--- src/sv/wfd_pkg.sv ---
// ----------------------------------------------------------------------------
// wfd_pkg
// Types, constants and helpers shared by the WebSocket frame decoder.
// ----------------------------------------------------------------------------
package wfd_pkg;

    // Parse queue between the header parser and the output stage
    localparam int QDepth  = 4;
    localparam int QAddrW  = $clog2(QDepth);
    localparam int QCountW = $clog2(QDepth + 1);

    // Width of the result data word (byte, opcode, fin, padded to bytes)
    localparam int MDataW = 16;

    // Header bit fields
    localparam logic [7:0] HdrFin   = 8'h80;
    localparam logic [7:0] HdrRsv   = 8'h70;
    localparam logic [7:0] HdrOp    = 8'h0F;
    localparam logic [6:0] Len7Mask = 7'h7F;
    localparam logic [6:0] Len16    = 7'd126;
    localparam logic [6:0] Len64    = 7'd127;
    localparam logic [63:0] CtrlMaxLen = 64'd125;

    // Opcodes
    localparam logic [3:0] OpCont   = 4'd0;
    localparam logic [3:0] OpBinary = 4'd2;
    localparam logic [3:0] OpClose  = 4'd8;
    localparam logic [3:0] OpPing   = 4'd9;
    localparam logic [3:0] OpPong   = 4'd10;

    typedef enum logic [3:0] {
        ST_PAYLOAD   = 4'd0,
        ST_EMPTY     = 4'd1,
        ST_RSV_BITS  = 4'd2,
        ST_BAD_OP    = 4'd3,
        ST_LEN_MSB   = 4'd4,
        ST_CTRL_FRAG = 4'd5,
        ST_CTRL_LONG = 4'd6,
        ST_DATA_FRAG = 4'd7,
        ST_CONT      = 4'd8,
        ST_UNMASKED  = 4'd9
    } t_status;

    // One request from the parser to the output stage
    typedef struct packed {
        logic [7:0] data;    // received (still masked) byte
        logic [7:0] key;     // mask key byte to apply
        logic [3:0] opcode;
        logic       fin;
        logic       fend;    // last byte of frame / empty frame
        t_status    status;
    } t_tok;

    function automatic logic f_is_ctrl(input logic [3:0] op);
        f_is_ctrl = (op == OpClose) || (op == OpPing) || (op == OpPong);
    endfunction

    function automatic logic f_is_known(input logic [3:0] op);
        f_is_known = (op <= OpBinary) || f_is_ctrl(op);
    endfunction

    // Checks once the payload length is known; ST_PAYLOAD means pass
    function automatic t_status f_len_checks(input logic [7:0] hdr,
                                             input logic       masked,
                                             input logic       too_long);
        logic fin;
        logic [3:0] op;
        fin = (hdr & HdrFin) != 8'h00;
        op  = hdr[3:0] & HdrOp[3:0];
        f_len_checks = ST_PAYLOAD;
        if (f_is_ctrl(op)) begin
            if (!fin)
                f_len_checks = ST_CTRL_FRAG;
            else if (too_long)
                f_len_checks = ST_CTRL_LONG;
            else if (!masked)
                f_len_checks = ST_UNMASKED;
        end else begin
            if (!fin)
                f_len_checks = ST_DATA_FRAG;
            else if (op == OpCont)
                f_len_checks = ST_CONT;
            else if (!masked)
                f_len_checks = ST_UNMASKED;
        end
    endfunction

endpackage

--- src/sv/wfd_front.sv ---
// ----------------------------------------------------------------------------
// wfd_front
// Header parser: walks header, extended length and mask key, classifies
// every byte and pushes one request per result into the queue.
// ----------------------------------------------------------------------------
module wfd_front (
    input  logic               i_clk,
    input  logic               i_rst_n,
    input  logic               i_valid,
    input  logic [7:0]         i_byte,
    input  logic               i_full,
    output logic               o_ready,
    output logic               o_push,
    output wfd_pkg::t_tok      o_tok
);

    typedef enum logic [4:0] {
        PH_HDR1 = 5'b00001,
        PH_HDR2 = 5'b00010,
        PH_EXT  = 5'b00100,
        PH_MASK = 5'b01000,
        PH_DATA = 5'b10000
    } t_phase;

    t_phase        r_phase, n_phase;
    logic [7:0]    r_hdr, n_hdr;
    logic          r_mask, n_mask;
    logic [63:0]   r_len, n_len;
    logic [2:0]    r_ext, n_ext;
    logic [31:0]   r_key, n_key;
    logic [1:0]    r_idx, n_idx;
    logic [62:0]   r_left, n_left;
    logic          r_halt, n_halt;

    logic          w_acc;
    logic [6:0]    w_len7;
    logic [63:0]   w_ext_len;
    wfd_pkg::t_status w_chk;

    assign o_ready   = !i_full;
    assign w_acc     = i_valid && o_ready && !r_halt;
    assign w_len7    = i_byte[6:0] & wfd_pkg::Len7Mask;
    assign w_ext_len = {r_len[55:0], i_byte};

    always_comb begin
        n_phase = r_phase;
        n_hdr   = r_hdr;
        n_mask  = r_mask;
        n_len   = r_len;
        n_ext   = r_ext;
        n_key   = r_key;
        n_idx   = r_idx;
        n_left  = r_left;
        n_halt  = r_halt;
        w_chk   = wfd_pkg::ST_PAYLOAD;
        o_push  = 1'b0;
        o_tok        = '0;
        o_tok.opcode = r_hdr[3:0];
        o_tok.fin    = r_hdr[7];
        o_tok.status = wfd_pkg::ST_PAYLOAD;

        if (w_acc) begin
            case (r_phase)
                PH_HDR2: begin
                    n_mask = i_byte[7];
                    if ((r_hdr & wfd_pkg::HdrRsv) != 8'h00) begin
                        o_push       = 1'b1;
                        o_tok.status = wfd_pkg::ST_RSV_BITS;
                        n_halt       = 1'b1;
                    end else if (!wfd_pkg::f_is_known(r_hdr[3:0])) begin
                        o_push       = 1'b1;
                        o_tok.status = wfd_pkg::ST_BAD_OP;
                        n_halt       = 1'b1;
                    end else if (w_len7 == wfd_pkg::Len16) begin
                        n_len   = '0;
                        n_ext   = 3'd1;
                        n_phase = PH_EXT;
                    end else if (w_len7 == wfd_pkg::Len64) begin
                        n_len   = '0;
                        n_ext   = 3'd7;
                        n_phase = PH_EXT;
                    end else begin
                        // short length never exceeds the control limit
                        n_len = {57'd0, w_len7};
                        w_chk = wfd_pkg::f_len_checks(r_hdr, i_byte[7], 1'b0);
                        if (w_chk != wfd_pkg::ST_PAYLOAD) begin
                            o_push       = 1'b1;
                            o_tok.status = w_chk;
                            n_halt       = 1'b1;
                        end else begin
                            n_left  = {56'd0, w_len7};
                            n_idx   = 2'd0;
                            n_phase = PH_MASK;
                        end
                    end
                end
                PH_EXT: begin
                    n_len = w_ext_len;
                    if (r_ext != 3'd0) begin
                        n_ext = r_ext - 3'd1;
                    end else if (w_ext_len[63]) begin
                        o_push       = 1'b1;
                        o_tok.status = wfd_pkg::ST_LEN_MSB;
                        n_halt       = 1'b1;
                    end else begin
                        w_chk = wfd_pkg::f_len_checks(r_hdr, r_mask,
                                    w_ext_len > wfd_pkg::CtrlMaxLen);
                        if (w_chk != wfd_pkg::ST_PAYLOAD) begin
                            o_push       = 1'b1;
                            o_tok.status = w_chk;
                            n_halt       = 1'b1;
                        end else begin
                            n_left  = w_ext_len[62:0];
                            n_idx   = 2'd0;
                            n_phase = PH_MASK;
                        end
                    end
                end
                PH_MASK: begin
                    n_key = {r_key[23:0], i_byte};
                    n_idx = r_idx + 2'd1;
                    if (r_idx == 2'd3) begin
                        if (r_left == 63'd0) begin
                            o_push       = 1'b1;
                            o_tok.fend   = 1'b1;
                            o_tok.status = wfd_pkg::ST_EMPTY;
                            n_phase      = PH_HDR1;
                        end else begin
                            n_phase = PH_DATA;
                        end
                    end
                end
                PH_DATA: begin
                    // key byte 0 sits in bits 31..24
                    o_push     = 1'b1;
                    o_tok.data = i_byte;
                    o_tok.key  = r_key[{~r_idx, 3'b000} +: 8];
                    o_tok.fend = (r_left == 63'd1);
                    n_idx      = r_idx + 2'd1;
                    n_left     = r_left - 63'd1;
                    if (r_left == 63'd1)
                        n_phase = PH_HDR1;
                end
                default: begin
                    n_hdr   = i_byte;
                    n_phase = PH_HDR2;
                end
            endcase
        end
    end

    always_ff @(posedge i_clk) begin
        if (!i_rst_n) begin
            r_phase <= PH_HDR1;
            r_idx   <= 2'd0;
            r_halt  <= 1'b0;
        end else begin
            r_phase <= n_phase;
            r_idx   <= n_idx;
            r_halt  <= n_halt;
        end
    end

    always_ff @(posedge i_clk) begin
        r_hdr  <= n_hdr;
        r_mask <= n_mask;
        r_len  <= n_len;
        r_ext  <= n_ext;
        r_key  <= n_key;
        r_left <= n_left;
    end

endmodule

--- src/sv/wfd_fifo.sv ---
// ----------------------------------------------------------------------------
// wfd_fifo
// Short request queue between parser and output stage.
// ----------------------------------------------------------------------------
module wfd_fifo (
    input  logic          i_clk,
    input  logic          i_rst_n,
    input  logic          i_push,
    input  wfd_pkg::t_tok i_tok,
    output logic          o_full,
    input  logic          i_pop,
    output logic          o_empty,
    output wfd_pkg::t_tok o_tok
);

    wfd_pkg::t_tok                 r_mem [wfd_pkg::QDepth];
    logic [wfd_pkg::QAddrW-1:0]    r_wr, n_wr;
    logic [wfd_pkg::QAddrW-1:0]    r_rd, n_rd;
    logic [wfd_pkg::QCountW-1:0]   r_cnt, n_cnt;
    logic                          w_wr_en;
    logic                          w_rd_en;

    assign o_full  = (r_cnt == wfd_pkg::QCountW'(wfd_pkg::QDepth));
    assign o_empty = (r_cnt == '0);
    assign o_tok   = r_mem[r_rd];
    assign w_wr_en = i_push && !o_full;
    assign w_rd_en = i_pop && !o_empty;

    always_comb begin
        n_wr  = w_wr_en ? r_wr + 1'b1 : r_wr;
        n_rd  = w_rd_en ? r_rd + 1'b1 : r_rd;
        n_cnt = r_cnt;
        if (w_wr_en && !w_rd_en)
            n_cnt = r_cnt + 1'b1;
        else if (!w_wr_en && w_rd_en)
            n_cnt = r_cnt - 1'b1;
    end

    always_ff @(posedge i_clk) begin
        if (!i_rst_n) begin
            r_wr  <= '0;
            r_rd  <= '0;
            r_cnt <= '0;
        end else begin
            r_wr  <= n_wr;
            r_rd  <= n_rd;
            r_cnt <= n_cnt;
        end
    end

    always_ff @(posedge i_clk) begin
        if (w_wr_en)
            r_mem[r_wr] <= i_tok;
    end

endmodule

--- src/sv/wfd_back.sv ---
// ----------------------------------------------------------------------------
// wfd_back
// Output stage: unmasks the payload byte and holds the result register.
// ----------------------------------------------------------------------------
module wfd_back (
    input  logic                       i_clk,
    input  logic                       i_rst_n,
    input  logic                       i_empty,
    input  wfd_pkg::t_tok              i_tok,
    output logic                       o_pop,
    output logic                       o_valid,
    input  logic                       i_ready,
    output logic [wfd_pkg::MDataW-1:0] o_data,
    output logic                       o_last,
    output logic [3:0]                 o_user
);

    logic                       r_valid;
    logic [wfd_pkg::MDataW-1:0] r_data, n_data;
    logic                       r_last;
    logic [3:0]                 r_user;

    // load whenever the register is free or being drained
    assign o_pop = !i_empty && (!r_valid || i_ready);

    assign n_data = {3'd0, i_tok.fin, i_tok.opcode, i_tok.data ^ i_tok.key};

    always_ff @(posedge i_clk) begin
        if (!i_rst_n) begin
            r_valid <= 1'b0;
        end else if (o_pop) begin
            r_valid <= 1'b1;
        end else if (i_ready) begin
            r_valid <= 1'b0;
        end
    end

    always_ff @(posedge i_clk) begin
        if (o_pop) begin
            r_data <= n_data;
            r_last <= i_tok.fend;
            r_user <= i_tok.status;
        end
    end

    assign o_valid = r_valid;
    assign o_data  = r_data;
    assign o_last  = r_last;
    assign o_user  = r_user;

endmodule

--- src/sv/websocket_frame_decoder.sv ---
// ----------------------------------------------------------------------------
// websocket_frame_decoder
// Client-to-server WebSocket frame parser with payload unmasking.
// ----------------------------------------------------------------------------
// Usage
//  - s_* : one received stream byte per request (s_tdata[7:0]).
//  - m_* : one result per request. m_tdata = out_byte [7:0], frame_opcode
//    [11:8], final_flag [12], zero pad. m_tlast marks the frame's last
//    payload byte or an empty frame. m_tuser is the status code.
//  - Header, extended length and mask key bytes give no result; each
//    payload byte gives one unmasked byte; a zero-length frame gives one
//    empty-frame result once its key is in.
//  - Protocol errors give one error result, then the parser halts and
//    silently swallows bytes until reset.
//  - Throughput: one byte per cycle while the queue is not full.
//  - An accepted byte is written into the queue, then loaded into the
//    output register once that register is free or being drained.
//  - Reset (sync, active low): parser back to first header byte, queue
//    empty, no result pending.
//  - If m_tready stays low the 4-deep queue plus the output register
//    absorb results, then s_tready drops until the sink drains.
// ----------------------------------------------------------------------------
module websocket_frame_decoder (
    input  logic                       i_clk,
    input  logic                       i_rst_n,
    input  logic                       s_tvalid,
    output logic                       s_tready,
    input  logic [7:0]                 s_tdata,   // [7:0] data_byte
    output logic                       m_tvalid,
    input  logic                       m_tready,
    output logic [wfd_pkg::MDataW-1:0] m_tdata,   // [7:0] out_byte,
                                                  // [11:8] frame_opcode,
                                                  // [12] final_flag
    output logic                       m_tlast,   // frame_end
    output logic [3:0]                 m_tuser    // [3:0] status
);

    wfd_pkg::t_tok w_push_tok;
    wfd_pkg::t_tok w_head_tok;
    logic          w_push;
    logic          w_full;
    logic          w_pop;
    logic          w_empty;

    // front: byte classification and header state
    wfd_front u_front (
        .i_clk   (i_clk),
        .i_rst_n (i_rst_n),
        .i_valid (s_tvalid),
        .i_byte  (s_tdata),
        .i_full  (w_full),
        .o_ready (s_tready),
        .o_push  (w_push),
        .o_tok   (w_push_tok)
    );

    // decoupling queue
    wfd_fifo u_fifo (
        .i_clk   (i_clk),
        .i_rst_n (i_rst_n),
        .i_push  (w_push),
        .i_tok   (w_push_tok),
        .o_full  (w_full),
        .i_pop   (w_pop),
        .o_empty (w_empty),
        .o_tok   (w_head_tok)
    );

    // back: unmask and present the result
    wfd_back u_back (
        .i_clk   (i_clk),
        .i_rst_n (i_rst_n),
        .i_empty (w_empty),
        .i_tok   (w_head_tok),
        .o_pop   (w_pop),
        .o_valid (m_tvalid),
        .i_ready (m_tready),
        .o_data  (m_tdata),
        .o_last  (m_tlast),
        .o_user  (m_tuser)
    );

    // queue must never be pushed while full
    a_no_overflow : assert property (@(posedge i_clk) disable iff (!i_rst_n)
        !(w_push && w_full))
        else $error("request pushed into full queue");

    // error results never carry end of frame
    a_err_no_last : assert property (@(posedge i_clk) disable iff (!i_rst_n)
        (m_tvalid && m_tuser != wfd_pkg::ST_PAYLOAD && m_tuser != wfd_pkg::ST_EMPTY)
        |-> !m_tlast)
        else $error("error result flagged as frame end");

    // only payload results carry a data byte
    a_zero_byte : assert property (@(posedge i_clk) disable iff (!i_rst_n)
        (m_tvalid && m_tuser != wfd_pkg::ST_PAYLOAD) |-> (m_tdata[7:0] == 8'h00))
        else $error("non-payload result with data byte");

    // an empty-frame result always ends the frame
    a_empty_last : assert property (@(posedge i_clk) disable iff (!i_rst_n)
        (m_tvalid && m_tuser == wfd_pkg::ST_EMPTY) |-> m_tlast)
        else $error("empty frame without frame end");

endmodule
--- config.mk ---
export PLATFORM = sky130hd
export DESIGN_NAME = websocket_frame_decoder
export DESIGN_NICKNAME = d
export VERILOG_FILES = /design/src/sv/wfd_pkg.sv /design/src/sv/wfd_front.sv /design/src/sv/wfd_fifo.sv /design/src/sv/wfd_back.sv /design/src/sv/websocket_frame_decoder.sv
export SDC_FILE = /design/constraint.sdc
export NUM_CORES = 1
export LEC_CHECK = 0
export BUFFER_PORTS_ARGS = -buffer_cell sky130_fd_sc_hd__buf_2
export CORE_MARGIN = 2
export CORE_UTILIZATION = 60
export CTS_CLUSTER_SIZE = 28
export DETAILED_ROUTE_END_ITERATION = 16
export PLACE_DENSITY = 0.77
export SLEW_MARGIN = 5
export SYNTH_ARGS = -nofsm -noshare
export SYNTH_HDL_FRONTEND = slang
export SYNTH_HIERARCHICAL = 1
export SYNTH_SLANG_ARGS = --single-unit
--- constraint.sdc ---
create_clock -name i_clk -period 12.25 [get_ports i_clk]
set_input_delay 0.6125 -clock i_clk [delete_from_list [all_inputs] [get_ports i_clk]]
set_output_delay 0.6125 -clock i_clk [all_outputs]
set_load 0.05 [all_outputs]
; ---- Word-level counts from Yosys, hierarchy flattened
; Memory sizes are Yosys's and may differ from the RTL's. A register that Yosys moved wholly into a read port is not among the register bits.
; Index checks and enable logic that the tools add are counted.
; W data, S select, Z words.
[classes]
n_addsub = 7
magnitude_cmp = 2
n_eq_ne = 29
n_shift = 1
n_mux = 106
n_bitwise = 3
reduce_logical = 40
[op_table]
columns = op, n
row1 = $mux W63, 8
row2 = $pmux W63 S3, 1
row3 = $mux W56, 3
row4 = $mux W4, 29
row5 = $pmux W56 S2, 1
row6 = $mux W5, 14
row7 = $gt A64 B7 Y1 const B, 1
row8 = $eq A63 B1 Y1 const B, 1
row9 = $logic_not A63 Y1, 1
row10 = $sub A63 B1 Y63 const B, 1
row11 = $mux W16, 2
row12 = $shiftx A32 B6 Y8, 1
row13 = $mux W1, 23
row14 = $mux W3, 7
row15 = $mux W2, 10
row16 = $pmux W5 S4, 1
row17 = $reduce_and A10 Y1, 2
row18 = $eq A7 B7 Y1 const B, 2
row19 = $ne A2 B2 Y1 const B, 7
row20 = $eq A4 B4 Y1 const B, 3
row21 = $ne A4 B3 Y1 const B, 3
row22 = $pmux W4 S3, 1
row23 = $reduce_and A9 Y1, 1
row24 = $reduce_bool A3 Y1, 3
row25 = other kinds (35), 62
[totals]
register_bits = 197
ramBits = 104
inputBits = 12
out_inout_bits = 23
n_memories = 1
[mem_list]
columns = memory, depth, width, read_ports, rd_clocked_by_memory_dff, write_ports, line_no
row1 = u_fifo.r_mem, 4, 26, 1, 1, 1, wfd_fifo.sv:16  ; wfd_pkg::t_tok r_mem [wfd_pkg::QDepth];

; ---- Longest topological paths before layout
[logic_depth]
word_depth = 23
mapped_depth = 16

; ---- Modules after synthesis
; The synthesis kept the hierarchy.
[modules_own_cells]
columns = mod, instances, cells_each, area_per_inst_um2, seq_area_each_um2
row1 = wfd_front, 1, 677, 8355.5, 5054.8
row2 = wfd_fifo, 1, 184, 4257.8, 3303.2
row3 = wfd_back, 1, 34, 680.7, 560.5

; ---- Worst setup path before layout
; OpenSTA, ideal clock, no wires.
[synth_path]
kind = reg2reg
startpoint = reg u_fifo/r_cnt[0] in the netlist's numbering
endpoint = reg u_front.r_left[0] (enable)
setup_ns = 0.484
arrival_time_ns = 4.246
setup_slack_ns = 7.520
path_stages_with_launch = 7
path_buffers = 0
cell_sequence = dfxtp_1 -> nor3b_2 -> inv_1 -> nand3b_1 -> a21oi_1 -> o21ai_0 -> nor2_1
[synth_via]
elab_chain_len = 5
[synth_rtl]
columns = item, line_no
row1 = from (decl), wfd_fifo.sv:19  ; logic [wfd_pkg::QCountW-1:0] r_cnt, n_cnt;
row2 = from (signal assigned), wfd_fifo.sv:47  ; r_cnt <= n_cnt;
row3 = $eq A3 B3 Y1, wfd_fifo.sv:23  ; assign o_full = (r_cnt == wfd_pkg::QCountW'(wfd_pkg::QDepth));
row4 = named net w_full, websocket_frame_decoder.sv:41  ; logic w_full;
row5 = $logic_not A1 Y1, wfd_front.sv:40  ; assign o_ready = !i_full;
row6 = named net s_tready, websocket_frame_decoder.sv:27  ; output logic s_tready,
row7 = $logic_and A1 B1 Y1 (2 in a row), wfd_front.sv:41  ; assign w_acc = i_valid && o_ready && !r_halt;
row8 = $reduce_and A10 Y1 (no line), n/a
row9 = to (signal assigned), wfd_front.sv:170  ; r_left <= n_left;
row10 = to (decl), wfd_front.sv:32  ; logic [62:0] r_left, n_left;
; The timed path passes the listed nets, and every way through them passes these cells.
; A chain may end at the register's enable or synchronous reset.

; ---- Worst setup path in the final report
[layout_path]
startpoint = reg u_front.r_left[27]
endpoint = reg u_fifo/r_cnt[2] in the netlist's numbering
[layout_via]
elab_chain_len = 9
[layout_rtl]
columns = item, line_no
row1 = $logic_not A63 Y1 *, wfd_front.sv:123  ; if (r_left == 63'd0) begin
row2 = $mux W1 *, wfd_front.sv:123
row3 = $mux W1 *, wfd_front.sv:122  ; if (r_idx == 2'd3) begin
row4 = $pmux W1 S4 *, wfd_front.sv:63  ; case (r_phase)
row5 = $mux W1 *, wfd_front.sv:62  ; if (w_acc) begin
row6 = named net w_push, websocket_frame_decoder.sv:40  ; logic w_push;
row7 = $logic_and A1 B1 Y1 *, wfd_fifo.sv:26  ; assign w_wr_en = i_push && !o_full;
row8 = $logic_not A1 Y1, wfd_fifo.sv:35  ; else if (!w_wr_en && w_rd_en)
row9 = $logic_and A1 B1 Y1, wfd_fifo.sv:35
row10 = $reduce_bool A2 Y1 (no line), n/a
; The timed path passes the listed nets; every way through them passes the cells marked *.

==> results_tabular.tex <==
\begin{tabular}{lr}
\hline
Metric & Value \\
\hline
\multicolumn{2}{l}{\textbf{Route}} \\
\quad Drc violations & 0 \\
\quad Vias after detailed routing & 7,544 \\
\quad Remaining number of nets flagged by the antenna check after routing & 0 \\
\quad First-pass iteration count of the detailed router & 5 \\
\quad DRT Wirelength & 25.6 mm \\
\quad Initial DRC count & 644 \\
\quad Vias per cell & 6.11 \\
\quad Average wire per standard cell & 20.8 um \\
\multicolumn{2}{l}{\textbf{Die}} \\
\quad Die Ht & 153 um \\
\quad Standard-cell rows & 54 \\
\quad I/O pin total & 35 \\
\quad Floorplan die area & 23,400 um2 \\
\quad Core region area & 21,800 um2 \\
\quad DIE WIDTH & 153 um \\
\quad Starting density of the core & 61.1\% \\
\multicolumn{2}{l}{\textbf{Layout}} \\
\quad Fraction of final layout cells sized beyond drive strength 1 & 15.1\% \\
\quad \# fillers & 1,487 \\
\quad Diodes inserted & 0 \\
\quad Most frequent cells in the layout & sky130\_fd\_sc\_hd\_\_edfxtp\_1, sky130\_fd\_sc\_hd\_\_and2\_1, sky130\_fd\_sc\_hd\_\_nand2\_1, sky130\_fd\_sc\_hd\_\_xor2\_1, sky130\_fd\_sc\_hd\_\_nor2\_1 \\
\quad Area of combinational cells with multiple inputs & 4120 um2 \\
\quad Utilization of the core after routing & 67.3\% \\
\quad Synth-to-layout area growth & 10.1\% \\
\quad Storage element area & 8920 um2 \\
\quad Most common library cell in the layout ignoring fill and taps & sky130\_fd\_sc\_hd\_\_edfxtp\_1 \\
\quad Final-stage net count & 956 \\
\multicolumn{2}{l}{\textbf{Worst setup path}} \\
\quad Highest-delay cell along the critical path & sky130\_fd\_sc\_hd\_\_or4\_1 \\
\quad Setup slack on the worst flop-to-flop path & 7.81 ns \\
\quad Worst R2R Start & u\_front/r\_left[27]\$\_DFFE\_PP\_ \\
\quad Element type at the critical path end & flop \\
\quad Worst reg2reg path depth & 13 \\
\quad Required time of the critical path & 12.73 ns \\
\quad Worst stage delay on the critical path & 0.68 ns \\
\quad Classification of the worst setup path & flop to flop \\
\quad Sort of element at the start of the critical path & flop \\
\quad Chain of cells forming the critical path & or4\_1, or3\_1, or4\_1, nor2\_1, nand2\_1, a31oi\_1, nor2b\_1, ha\_1, inv\_1, fa\_1, xor2\_1, or3\_1, a21boi\_1 \\
\quad Endpoint arrival time on the critical path & 4.92 ns \\
\quad Largest fanout on the critical path & 8 \\
\quad Worst reg2reg path endpoint & u\_fifo/r\_cnt[2]\$\_SDFFE\_PN0P\_ \\
\multicolumn{2}{l}{\textbf{Clocking}} \\
\quad Post-CTS resize count & 0 \\
\quad Clock latency at the later pin of the worst-skew pair & 0.56 ns \\
\quad Root Buffer Master & sky130\_fd\_sc\_hd\_\_clkbuf\_16 \\
\quad H-tree depth & 1 \\
\quad Clock input transition at the sequential cells of the worst setup and hold paths & 0.06 ns \\
\quad Total number of clock tree sinks & 303 \\
\quad CTS Hold Buffers Added & 0 \\
\quad Post-CTS Repair Setup Buffers & 0 \\
\quad Max Root-Sink Buffers & 3 \\
\quad TritonCTS clock tree & yes \\
\quad Number of buffers inserted during clock tree synthesis & 30 \\
\multicolumn{2}{l}{\textbf{Yosys}} \\
\quad Syn Std Cell Area & 13,300 um2 \\
\quad Synthesis-stage register bit count & 303 \\
\quad Gate Count Post-Synth & 895 \\
\quad Number of flops mapped to enable cells by yosys & 285 \\
\quad Number of warning messages in the yosys log & 6 \\
\quad Proportion of synthesized chip area in sequential cells & 67.1\% \\
\quad Async set or reset register ratio after synthesis & 0\% \\
\quad Average cell area after synthesis & 14.9 um2 \\
\quad Number of distinct library cells after synthesis & 61 \\
\quad Post-synth top flop & sky130\_fd\_sc\_hd\_\_edfxtp\_1 \\
\multicolumn{2}{l}{\textbf{Power}} \\
\quad Worst vdd ir & 136 uV \\
\quad Share of power burned in the clock network & 42.6\% \\
\quad Proportion of total power due to net switching & 19.7\% \\
\quad Net load switching power & 409 uW \\
\quad Combinational power share & 2.1\% \\
\quad Internal power & 1660 uW \\
\quad Leakage power & 0.00532 uW \\
\quad Register share of total power & 55.3\% \\
\quad Power Density & 141 nW/um2 \\
\multicolumn{2}{l}{\textbf{Placement}} \\
\quad Input/output buffers & 31 \\
\quad Final HPWL DP & 16.8 mm \\
\quad Gp weighted congestion & 0.845 \\
\multicolumn{2}{l}{\textbf{Global route}} \\
\quad Overall routing resource usage & 22.0\% \\
\quad Pin count of the biggest net entering global routing & 64 \\
\quad First-pass GRT wire length & 40.8 mm \\
\quad Number of global-route vias before repair & 7,494 \\
\quad Global-route congestion overflow total & 0 \\
\quad Number of antenna violations at the first check in global routing & 0 \\
\multicolumn{2}{l}{\textbf{Min path}} \\
\quad Hold\_sp & s\_tdata[5] \\
\quad Cell depth of the worst hold path & 1 \\
\quad Tightest Hold Check Type & input pin to flop \\
\quad Sink of the worst hold path & u\_front/r\_hdr[5]\$\_DFFE\_PP\_ \\
\multicolumn{2}{l}{\textbf{STA}} \\
\quad Slew HR & 24.9\% \\
\quad Post-route fraction of the period consumed by the critical path & 36.2\% \\
\quad Total negative slack for setup checks & 0 ns \\
\quad Max-slew violation count & 0 \\
\quad Final clock skew & 0.0203 ns \\
\quad Clock period minus worst slack & 4.44 ns \\
\quad Slew @ Worst Pin & 1.12 ns \\
\quad Total of endpoints with negative setup slack in the final report & 0 \\
\quad Count of final hold-check violations & 0 \\
\quad Achievable frequency & 225 MHz \\
\quad RSZ-0062 raised after global routing & no \\
\multicolumn{2}{l}{\textbf{Job}} \\
\quad Max\_cap viols & 0 \\
\multicolumn{2}{l}{\textbf{Outcome}} \\
\quad Run status & complete, no violations \\
\hline
\end{tabular}
power groups by stage:
stage	Combinational [uW]	Sequential, uW	Clock, uW
6_report	43.6	1150	881
5_1_grt	47.4	1150	937
4_1_cts	43.5	1150	902
3_5_place_dp	43.2	1170	0
3_3_place_gp	42.3	1170	0
2_1_floorplan	29.4	1170	0
through the flow:
step	hold WS, ns	area, um2	total power, uW	setup slack [ns]	instances
6_report	0.336	14600	2070	7.81	1235
5_1_grt	0.335	14600	2130	7.57	1235
4_1_cts	0.316	14600	2090	7.81	1235
3_5_place_dp	0.431	13700	1210	7.82	1181
3_3_place_gp	0.424	13700	1210	7.93	1181
2_1_floorplan	0.421	13300	1190	7.52	897
kinds of logic (layout without fill, tap and decap cells):
| logic type | Yosys count | after routing | share of synthesized area, % |
|---|---|---|---|
| AO/OA/AOI/OAI | 110 | 110 | 5.74 |
| XOR/XNOR | 70 | 70 | 4.61 |
| adder cells (fa/ha/maj) | 11 | 11 | 1.09 |
| buffers and inverters | 51 | 109 | 2.17 |
| flip-flops | 303 | 303 | 67.1 |
| multiplexers | 40 | 40 | 6.21 |
| other | 1 | 3 | 0.0282 |
| AND/OR/NAND/NOR | 309 | 309 | 13.1 |
cell type report:
class                   count  area share, %
multi-input cells         543           28.2
clock inverters            14           1.09
flip-flops and latches    303           60.9
well taps                 280           2.39
repair buffers             44           1.73
clock buffers              40           5.39
inverters                  11          0.282
worst max-delay path: cells and delay by family (launching register included):
family / cells / cell delay (ns)
adders and majority gates: 2 / 0.65
xor gates and xnor gates: 1 / 0.16
and+or+nand+nor: 7 / 2.78
buffers and inverters: 1 / 0.06
DFF: 1 / 0.41
AOI/OAI and AO/OA: 2 / 0.31
flip-flops by register name (all words and copies together) (netlist names), 2 cells and up, named ones only:
register,count
u_back/o_data,13
u_back/o_user,4
u_fifo/r_cnt,3
u_fifo/r_mem,104
u_fifo/r_rd,2
u_fifo/r_wr,2
u_front/r_ext,3
u_front/r_hdr,8
u_front/r_idx,2
u_front/r_key,32
u_front/r_left,63
u_front/r_len,56
u_front/r_phase,5
layer usage:
metal  vias to the layer above  GRT usage, %  part of all wire, %  routed length [um]
met4                         0          6.75                  2.4                 614
met5                         -         0.414                    0                   0
li1                       3485             -                    -                   -
met1                      3773          31.1                   44               11200
met3                        48          3.12                  5.3                1370
met2                       238          36.1                   49               12500
synthesized netlist by cell type, types with 2 or more instances:
cell type	n	area (um2)
sky130_fd_sc_hd__nand4_1	6	37.5
sky130_fd_sc_hd__or3_1	19	119
sky130_fd_sc_hd__a21o_1	35	263
sky130_fd_sc_hd__and2_1	65	407
sky130_fd_sc_hd__or4_1	9	67.6
sky130_fd_sc_hd__mux4_2	34	766
sky130_fd_sc_hd__nor3_1	21	105
sky130_fd_sc_hd__nor2b_1	5	31.3
sky130_fd_sc_hd__ha_1	10	125
sky130_fd_sc_hd__buf_4	8	60.1
sky130_fd_sc_hd__buf_12	2	40.0
sky130_fd_sc_hd__clkbuf_1	20	75.1
sky130_fd_sc_hd__o31a_1	2	17.5
sky130_fd_sc_hd__or2_2	5	31.3
sky130_fd_sc_hd__a21oi_1	15	75.1
sky130_fd_sc_hd__and3_1	20	125
sky130_fd_sc_hd__o21bai_1	14	105
sky130_fd_sc_hd__buf_6	4	45.0
sky130_fd_sc_hd__nor4_1	26	163
sky130_fd_sc_hd__edfxtp_1	285	8560
sky130_fd_sc_hd__o31ai_1	2	15.0
sky130_fd_sc_hd__dfxtp_1	18	360
sky130_fd_sc_hd__nor2_1	44	165
sky130_fd_sc_hd__o21ai_0	24	120
sky130_fd_sc_hd__nand3_1	11	55.1
sky130_fd_sc_hd__xnor2_1	27	236
sky130_fd_sc_hd__nand2b_1	4	25.0
sky130_fd_sc_hd__buf_1	2	7.51
sky130_fd_sc_hd__nand2_1	50	188
sky130_fd_sc_hd__inv_1	11	41.3
sky130_fd_sc_hd__or4_4	5	56.3
sky130_fd_sc_hd__nor4b_1	2	17.5
sky130_fd_sc_hd__o21a_1	2	15.0
sky130_fd_sc_hd__buf_2	3	15.0
sky130_fd_sc_hd__xor2_1	43	377
sky130_fd_sc_hd__a31oi_1	3	18.8
sky130_fd_sc_hd__nand3b_1	8	60.1
sky130_fd_sc_hd__nor3b_1	3	22.5
sky130_fd_sc_hd__mux2i_1	6	60.1
how the worst max path moves through the flow:
stage          depth (start not counted)  slack (ns)                           end                    startpoint
3_3_place_gp                          13        7.93  u_fifo/r_cnt[2]$_SDFFE_PN0P_  u_front/r_left[27]$_DFFE_PP_
5_1_grt                               13        7.57  u_fifo/r_cnt[2]$_SDFFE_PN0P_  u_front/r_left[27]$_DFFE_PP_
2_1_floorplan                          6        7.52   u_front/r_left[0]$_DFFE_PP_  u_fifo/r_cnt[0]$_SDFFE_PN0P_
3_5_place_dp                          13        7.82  u_fifo/r_cnt[2]$_SDFFE_PN0P_  u_front/r_left[27]$_DFFE_PP_
6_report                              13        7.81  u_fifo/r_cnt[2]$_SDFFE_PN0P_  u_front/r_left[27]$_DFFE_PP_
4_1_cts                               13        7.81  u_fifo/r_cnt[2]$_SDFFE_PN0P_  u_front/r_left[27]$_DFFE_PP_
No activity file was read; power rests on OpenSTA's default activity.
